===== src/sv/bfpa_pkg.sv =====
// ----------------------------------------------------------------------------
// Best-fit partition allocator package
// Shared types and constants of the allocator and its register block.
// ----------------------------------------------------------------------------
`default_nettype none

package bfpa_pkg;

  localparam int unsigned AmountW = 12;
  localparam int unsigned OwnerW  = 4;
  localparam int unsigned BaseW   = 16;
  localparam int unsigned IndexW  = 4;
  localparam int unsigned CountW  = 5;
  localparam int unsigned ApbAddrW = 3;
  localparam int unsigned ApbDataW = 32;

  localparam logic [AmountW-1:0] MaxRequestReset = 12'hFFF;
  localparam logic RegMaxRequest = 1'b0;

  typedef enum logic [1:0] {
    ActDefine   = 2'd0,
    ActAllocate = 2'd1,
    ActRelease  = 2'd2
  } action_e;

  typedef enum logic [1:0] {
    StatusOk         = 2'd0,
    StatusTooBig     = 2'd1,
    StatusMemoryFull = 2'd2,
    StatusTableFull  = 2'd3
  } status_e;

  typedef enum logic {
    StateIdle = 1'b0,
    StateScan = 1'b1
  } state_e;

  typedef struct packed {
    logic [1:0]         action;
    logic [AmountW-1:0] amount;
    logic [OwnerW-1:0]  owner;
  } bfpa_item_t;

  typedef struct packed {
    status_e            status;
    logic [IndexW-1:0]  partition_index;
    logic [BaseW-1:0]   base_address;
    logic [CountW-1:0]  released_count;
  } bfpa_result_t;

  typedef struct packed {
    logic [AmountW-1:0] size;
    logic [BaseW-1:0]   base;
    logic               busy;
    logic [OwnerW-1:0]  owner;
  } slot_t;

endpackage

`default_nettype wire


===== src/sv/best_fit_partition_allocator_unit.sv =====
// ----------------------------------------------------------------------------
// Best-fit partition allocator
// Partition table in one synchronous memory, scanned one entry per cycle.
// ----------------------------------------------------------------------------
// Define items and items rejected up front give their registered result in the
// cycle after the transaction, and a new item may follow in that cycle.
// Allocate and release items walk the n defined partitions through the
// registered memory read port and give their result once the last one is read.
// Reset clears the partition count and the running base and sets the size limit
// to 4095; the memory is not cleared since entries at or above the count are
// never read.
`default_nettype none

module best_fit_partition_allocator_unit #(
  parameter int unsigned SLOTS = 16
) (
  input  wire logic                            clk_i,
  input  wire logic                            rst_ni,
  input  wire logic                            start,
  output logic                                 busy,
  input  wire bfpa_pkg::bfpa_item_t            item_i,
  output logic                                 result_valid_o,
  output bfpa_pkg::bfpa_result_t               result_o,
  input  wire logic                            psel,
  input  wire logic                            penable,
  input  wire logic                            pwrite,
  input  wire logic [bfpa_pkg::ApbAddrW-1:0]   paddr,
  input  wire logic [bfpa_pkg::ApbDataW-1:0]   pwdata,
  output logic      [bfpa_pkg::ApbDataW-1:0]   prdata,
  output logic                                 pready
);
  import bfpa_pkg::*;

  localparam int unsigned IdxW = (SLOTS > 1) ? $clog2(SLOTS) : 1;
  localparam int unsigned CntW = $clog2(SLOTS + 1);

  logic [AmountW-1:0] max_request;

  bfpa_apb_regs u_regs (
    .clk_i              (clk_i),
    .rst_ni             (rst_ni),
    .psel               (psel),
    .penable            (penable),
    .pwrite             (pwrite),
    .paddr              (paddr),
    .pwdata             (pwdata),
    .prdata             (prdata),
    .pready             (pready),
    .max_request_size_o (max_request)
  );

  slot_t slot_mem [SLOTS];
  slot_t rdata_q;
  logic            mem_re;
  logic [IdxW-1:0] mem_raddr;
  logic            mem_we;
  logic [IdxW-1:0] mem_waddr;
  slot_t           mem_wdata;

  always_ff @(posedge clk_i) begin
    if (mem_we) begin
      slot_mem[mem_waddr] <= mem_wdata;
    end
    if (mem_re) begin
      rdata_q <= slot_mem[mem_raddr];
    end
  end

  state_e             state_q, state_d;
  action_e            op_q, op_d;
  logic [IdxW-1:0]    ptr_q, ptr_d;
  logic [AmountW-1:0] amount_q, amount_d;
  logic [OwnerW-1:0]  owner_q, owner_d;
  logic               found_q, found_d;
  logic               busy_fit_q, busy_fit_d;
  logic [IdxW-1:0]    best_idx_q, best_idx_d;
  logic [AmountW-1:0] best_left_q, best_left_d;
  slot_t              best_q, best_d;
  logic [CntW-1:0]    rel_cnt_q, rel_cnt_d;
  logic [CntW-1:0]    count_q, count_d;
  logic [BaseW-1:0]   next_base_q, next_base_d;
  logic               res_valid_q, res_valid_d;
  bfpa_result_t       res_q, res_d;

  logic               accept;
  logic               table_full;
  logic               last;
  logic               fits;
  logic [AmountW-1:0] left;
  logic               take;
  logic               hit;

  assign accept     = start && !busy;
  assign table_full = (count_q == CntW'(SLOTS));
  assign last       = (CntW'(ptr_q) == (count_q - CntW'(1)));
  assign fits       = (amount_q <= rdata_q.size);
  assign left       = rdata_q.size - amount_q;
  assign take       = fits && !rdata_q.busy && (!found_q || (left < best_left_q));
  assign hit        = rdata_q.busy && (rdata_q.owner == owner_q);

  always_comb begin
    state_d = state_q;
    case (state_q)
      StateIdle: begin
        if (accept && (count_q != '0)) begin
          if ((item_i.action == ActAllocate) && (item_i.amount <= max_request)) begin
            state_d = StateScan;
          end else if (item_i.action == ActRelease) begin
            state_d = StateScan;
          end
        end
      end
      StateScan: begin
        if (last) begin
          state_d = StateIdle;
        end
      end
      default: state_d = StateIdle;
    endcase
  end

  always_comb begin
    op_d        = op_q;
    ptr_d       = ptr_q;
    amount_d    = amount_q;
    owner_d     = owner_q;
    found_d     = found_q;
    busy_fit_d  = busy_fit_q;
    best_idx_d  = best_idx_q;
    best_left_d = best_left_q;
    best_d      = best_q;
    rel_cnt_d   = rel_cnt_q;
    count_d     = count_q;
    next_base_d = next_base_q;
    res_valid_d = 1'b0;
    res_d       = '0;
    mem_re      = 1'b0;
    mem_raddr   = '0;
    mem_we      = 1'b0;
    mem_waddr   = '0;
    mem_wdata   = '0;
    case (state_q)
      StateIdle: begin
        if (accept) begin
          res_valid_d = 1'b1;
          amount_d    = item_i.amount;
          owner_d     = item_i.owner;
          ptr_d       = '0;
          found_d     = 1'b0;
          busy_fit_d  = 1'b0;
          rel_cnt_d   = '0;
          case (action_e'(item_i.action))
            ActDefine: begin
              if (table_full) begin
                res_d.status = StatusTableFull;
              end else begin
                mem_we               = 1'b1;
                mem_waddr            = count_q[IdxW-1:0];
                mem_wdata.size       = item_i.amount;
                mem_wdata.base       = next_base_q;
                count_d              = count_q + CntW'(1);
                next_base_d          = next_base_q + BaseW'(item_i.amount);
                res_d.partition_index = IndexW'(count_q);
                res_d.base_address   = next_base_q;
              end
            end
            ActAllocate: begin
              if ((item_i.amount > max_request) || (count_q == '0)) begin
                res_d.status = StatusTooBig;
              end else begin
                res_valid_d = 1'b0;
                op_d        = ActAllocate;
                mem_re      = 1'b1;
              end
            end
            ActRelease: begin
              if (count_q != '0) begin
                res_valid_d = 1'b0;
                op_d        = ActRelease;
                mem_re      = 1'b1;
              end
            end
            default: begin
            end
          endcase
        end
      end
      StateScan: begin
        if (!last) begin
          mem_re    = 1'b1;
          mem_raddr = ptr_q + IdxW'(1);
          ptr_d     = ptr_q + IdxW'(1);
        end
        if (op_q == ActRelease) begin
          if (hit) begin
            mem_we         = 1'b1;
            mem_waddr      = ptr_q;
            mem_wdata      = rdata_q;
            mem_wdata.busy = 1'b0;
            rel_cnt_d      = rel_cnt_q + CntW'(1);
          end
          if (last) begin
            res_valid_d          = 1'b1;
            res_d.released_count = CountW'(rel_cnt_d);
          end
        end else begin
          if (fits && rdata_q.busy) begin
            busy_fit_d = 1'b1;
          end
          if (take) begin
            found_d     = 1'b1;
            best_idx_d  = ptr_q;
            best_left_d = left;
            best_d      = rdata_q;
          end
          if (last) begin
            res_valid_d = 1'b1;
            if (found_d) begin
              mem_we                = 1'b1;
              mem_waddr             = best_idx_d;
              mem_wdata             = best_d;
              mem_wdata.busy        = 1'b1;
              mem_wdata.owner       = owner_q;
              res_d.partition_index = IndexW'(best_idx_d);
              res_d.base_address    = best_d.base;
            end else if (busy_fit_d) begin
              res_d.status = StatusMemoryFull;
            end else begin
              res_d.status = StatusTooBig;
            end
          end
        end
      end
      default: begin
      end
    endcase
  end

  always_ff @(posedge clk_i or negedge rst_ni) begin
    if (!rst_ni) begin
      state_q     <= StateIdle;
      count_q     <= '0;
      next_base_q <= '0;
      res_valid_q <= 1'b0;
    end else begin
      state_q     <= state_d;
      count_q     <= count_d;
      next_base_q <= next_base_d;
      res_valid_q <= res_valid_d;
    end
  end

  always_ff @(posedge clk_i) begin
    op_q        <= op_d;
    ptr_q       <= ptr_d;
    amount_q    <= amount_d;
    owner_q     <= owner_d;
    found_q     <= found_d;
    busy_fit_q  <= busy_fit_d;
    best_idx_q  <= best_idx_d;
    best_left_q <= best_left_d;
    best_q      <= best_d;
    rel_cnt_q   <= rel_cnt_d;
    res_q       <= res_d;
  end

  assign busy           = (state_q != StateIdle);
  assign result_valid_o = res_valid_q;
  assign result_o       = res_q;

  a_count_bounded: assert property (@(posedge clk_i) disable iff (!rst_ni)
    count_q <= CntW'(SLOTS))
    else $error("partition count exceeds table size");

  a_scan_in_range: assert property (@(posedge clk_i) disable iff (!rst_ni)
    (state_q == StateScan) |-> (CntW'(ptr_q) < count_q))
    else $error("scan pointer beyond defined partitions");

  a_result_idle: assert property (@(posedge clk_i) disable iff (!rst_ni)
    res_valid_q |-> (state_q == StateIdle))
    else $error("result strobe while scan is running");

  a_scan_ends_with_result: assert property (@(posedge clk_i) disable iff (!rst_ni)
    ((state_q == StateScan) && last) |=> res_valid_q)
    else $error("scan finished without a result");

endmodule

`default_nettype wire


===== src/sv/bfpa_apb_regs.sv =====
// ----------------------------------------------------------------------------
// Allocator register block
// APB-style access to the request size limit register.
// ----------------------------------------------------------------------------
`default_nettype none

module bfpa_apb_regs (
  input  wire logic                            clk_i,
  input  wire logic                            rst_ni,
  input  wire logic                            psel,
  input  wire logic                            penable,
  input  wire logic                            pwrite,
  input  wire logic [bfpa_pkg::ApbAddrW-1:0]   paddr,
  input  wire logic [bfpa_pkg::ApbDataW-1:0]   pwdata,
  output logic      [bfpa_pkg::ApbDataW-1:0]   prdata,
  output logic                                 pready,
  output logic      [bfpa_pkg::AmountW-1:0]    max_request_size_o
);
  import bfpa_pkg::*;

  logic [AmountW-1:0] max_request_q;
  logic [AmountW-1:0] max_request_d;
  logic               sel_max;
  logic               wr_en;

  assign pready  = 1'b1;
  assign sel_max = (paddr[ApbAddrW-1] == RegMaxRequest);
  assign wr_en   = psel && penable && pwrite && pready;

  always_comb begin
    max_request_d = max_request_q;
    if (wr_en && sel_max) begin
      max_request_d = pwdata[AmountW-1:0];
    end
  end

  always_ff @(posedge clk_i or negedge rst_ni) begin
    if (!rst_ni) begin
      max_request_q <= MaxRequestReset;
    end else begin
      max_request_q <= max_request_d;
    end
  end

  always_comb begin
    prdata = '0;
    if (sel_max) begin
      prdata = {{(ApbDataW-AmountW){1'b0}}, max_request_q};
    end
  end

  assign max_request_size_o = max_request_q;

endmodule

`default_nettype wire


===== config.mk =====
export PLATFORM = sky130hd
export DESIGN_NAME = best_fit_partition_allocator_unit
export DESIGN_NICKNAME = d
export VERILOG_FILES = /design/src/sv/bfpa_pkg.sv /design/src/sv/best_fit_partition_allocator_unit.sv /design/src/sv/bfpa_apb_regs.sv
export SDC_FILE = /design/constraint.sdc
export NUM_CORES = 1
export LEC_CHECK = 0
export BUFFER_PORTS_ARGS = -buffer_cell sky130_fd_sc_hd__buf_4
export CAP_MARGIN = 30
export CORE_UTILIZATION = 56
export CTS_BUF_LIST = sky130_fd_sc_hd__clkbuf_16
export DETAILED_ROUTE_END_ITERATION = 10
export PLACE_DENSITY_LB_ADDON = 0.05
export SYNTH_ARGS = -nofsm -noshare
export SYNTH_HDL_FRONTEND = slang
export SYNTH_SLANG_ARGS = --single-unit

===== constraint.sdc =====
create_clock -name clk_i -period 7.6 [get_ports clk_i]
set_clock_uncertainty 0.15 [all_clocks]
set_input_delay 0.76 -clock clk_i [delete_from_list [all_inputs] [get_ports clk_i]]
set_output_delay 0.76 -clock clk_i [all_outputs]
set_load 0.01 [all_outputs]

==> metrics.txt <==
Hold Slack=182.4 ps; synth top area cells=edfxtp_1 66%, mux2i_1 3.5%, ha_1 2.4%, a221o_1 2.3%, dfrtp_1 2.0%; H-tree Lvls=3; initial antenna violation count=3; Fin. Hold Viols=0; layout cells sized above 1=15.33%; via count=17720; FP Rows=82; Clock transition at path regs=60 ps; WL per Instance=26.84 µm; clock latency on the worst-skew pair=610 ps; DRC Markers=0; vias per inst=6.436; #FFs+latches synth=696; Final WS setup=846.3 ps; layout net count=2140; max frequency=148.1 MHz; Final Max Tran Viols=0; WL final=73890 µm; first-pass GRT wire length=108800 µm; Mapped Avg Cell Area=14.91 µm²; pre-CTS setup slack=956.9 ps; IO Count=121; met2 GRT Util=43.77%; diode count=0; total core area=50480 µm²; Crit. End Element=flop; GR peak layer=met2; share of flip-flops with an asynchronous set or reset=5.029%; die area=52450 µm²; chip height=229.0 µm; leakage=12.08 nW; TritonRoute pass-1 iters=5; Max Cap Violations=0; CTS tree=built; Longest Clk Path Bufs=3; RSZ-0062 raised after global routing=no; Synth top area share=65.96%; placer congestion estimate=0.8724; Overflow after GRT=0; I/O Buffers=77; Routed Antenna Nets=0; critical path required time=7680 ps; number of global-route vias before repair=17050; peak supply drop=0.2228 mV; sequential cell area fraction in the yosys report=70.92%; Mapped Area=28860 µm²; PD cells=412.9 nW/µm²; CTS root buf=clkbuf_16; grt met1 use=39.65%; Yosys Warn Count=0; Synth Flop Type=edfxtp_1; clk sinks=696; count of final setup violators=0; starting density of the core=57.18%; Horiz. Die Dim=229.0 µm; Global Route Usage Sum=28.24%; Critical Path AT=6830 ps; CP Launch Type=flop; Post-synth EDFFs=634; initial DRC count=1768; status=completed; Post-Synthesis Cells=1936; DP HPWL=41300 µm; largest net degree at the start of global routing=82; post-synth top area cell=edfxtp_1; total negative slack=0 ps; post-synthesis cell type count=69; HP Class=in2reg; Area growth syn-to-layout=12.60%; M3 GR Usage=5.515%; kind of critical path=reg2reg; Critical Path Fanout Max=25; R2R setup slack=850 ps; Tcrit/Tclk final=88.86%; Slew headroom=32.35%; Tmin final=6754 ps; actual slew at the worst max-slew pin=1013 ps; CTS Buf Count=73; Filler cells=3647; Design Power=13.42 mW
==> flip-flops by register name (all words and copies together), names as in the netlist <==
| register | flops |
|---|---|
| slot_mem | 528 |
| rdata_q | 33 |
| best_q | 28 |
| result_o | 27 |
| next_base_q | 16 |
| amount_q | 12 |
| best_left_q | 12 |
| u_regs.max_request_size_o | 12 |
| count_q | 5 |
| rel_cnt_q | 5 |
| best_idx_q | 4 |
| owner_q | 4 |
| ptr_q | 4 |
| op_q | 2 |
| busy | 1 |
| busy_fit_q | 1 |
| found_q | 1 |
| result_valid_o | 1 |
==> final timing paths <==
| kind | from | endpoint | depth (start not counted) |
|---|---|---|---|
| max | rdata_q[22] | slot_mem[13][7] | 18 |
| min | item_i[0] | owner_q[0] | 1 |
| max reg2reg | rdata_q[22] | slot_mem[13][7] | 18 |
| min reg2reg | next_base_q[2] | next_base_q[2] | 2 |
| max in group asynchronous | rst_ni | u_regs.max_request_size_o[1] | 2 |
| min in group asynchronous | rst_ni | busy | 2 |
==> logic make-up (layout without fill, tap and decap cells) <==
kind of cell               after synthesis  in the layout  synth area share, %
DFF                                    696            696                70.92
AOI/OAI and AO/OA                      457            457                11.69
and+or+nand+nor                        345            345                5.449
buffers and inverters                  199            325                3.117
muxes                                  143            143                5.146
adders and majority gates               57             57                2.523
xor gates and xnor gates                37             37                1.123
other                                    2             21              0.02602
==> placed cells by master (no fill, tap or decap), types with 21 or more instances in the layout <==
cell / count
o2111ai_1: 35
buf_4: 127
ha_1: 55
mux2i_1: 100
dfxtp_1: 27
conb_1: 21
a21o_1: 30
edfxtp_1: 634
clkbuf_16: 76
a32oi_1: 33
nor2_1: 72
dfrtp_1: 22
mux2_2: 43
o21ai_0: 110
nand2_1: 138
inv_1: 86
nand3_1: 55
a21oi_1: 21
o22ai_1: 33
a221oi_1: 34
a221o_1: 67
==> worst max-delay path, cell delays in order, from the launching register on <==
cell	delay (ps)
edfxtp_1	430
ha_1	330
nor2b_1	130
o21ai_0	100
a21boi_0	350
o2111ai_1	170
a21boi_0	350
o31ai_1	160
o311ai_0	430
ha_1	330
and3_1	230
nand3_1	100
o21ai_0	80
a41oi_1	270
and2_2	490
nor2_1	150
a221o_1	550
nor4_4	930
buf_4	610
==> synth_stat cells, drive strengths merged (35+ instances only) <==
master,number
o2111ai,35
clkbuf,70
nor2,74
a221o,67
a221oi,36
nand3,55
mux2,43
buf,64
inv,65
nand2,139
ha,55
edfxtp,634
o21ai,131
mux2i,100
==> cell type report <==
type | count | area [µm²] | area share [%]
well taps | 672 | 840.8 | 2.587
flip-flops and latches | 696 | 20470 | 62.99
multi-input cells | 1060 | 7751 | 23.85
clock buffers | 76 | 1902 | 5.852
inverters | 65 | 244.0 | 0.7508
clock inverters | 56 | 326.6 | 1.005
repair buffers | 128 | 963.4 | 2.965
==> metal layers <==
layer  wire (µm)  up-vias
met4        2691        0
met2       34210      902
met3        6960      158
met1       30030     8909
met5           0        -
li1            -     7748
==> per-stage QoR <==
step / instances / instance area, µm² / util, %
after CTS: 2753 / 32500 / 64.38
after global routing: 2753 / 32500 / 64.38
after detailed placement: 2620 / 30260 / 59.95
after global placement: 2619 / 30250 / 59.93
after floorplan: 1955 / 28950 / -
final: 2753 / 32500 / 64.38
==> power by group <==
part / total [mW] / internal (mW) / switching [mW] / leakage (nW)
Sequential: 5.23 / 4.93 / 0.299 / 6.55
Clock: 3.33 / 1.90 / 1.42 / 1.19
Combinational: 4.86 / 1.70 / 3.16 / 4.34
==> what timing repair did <==
| item | CTS | global route |
|---|---|---|
| buffers inserted | 0 | 0 |
| gates resized for setup | 0 | 0 |
| endpoints found under the setup margin | 0 | 0 |
| endpoints found under the hold margin | 23 | 0 |
| hold buffers | 1 | 0 |
No activity file was read; power rests on OpenSTA's default activity.
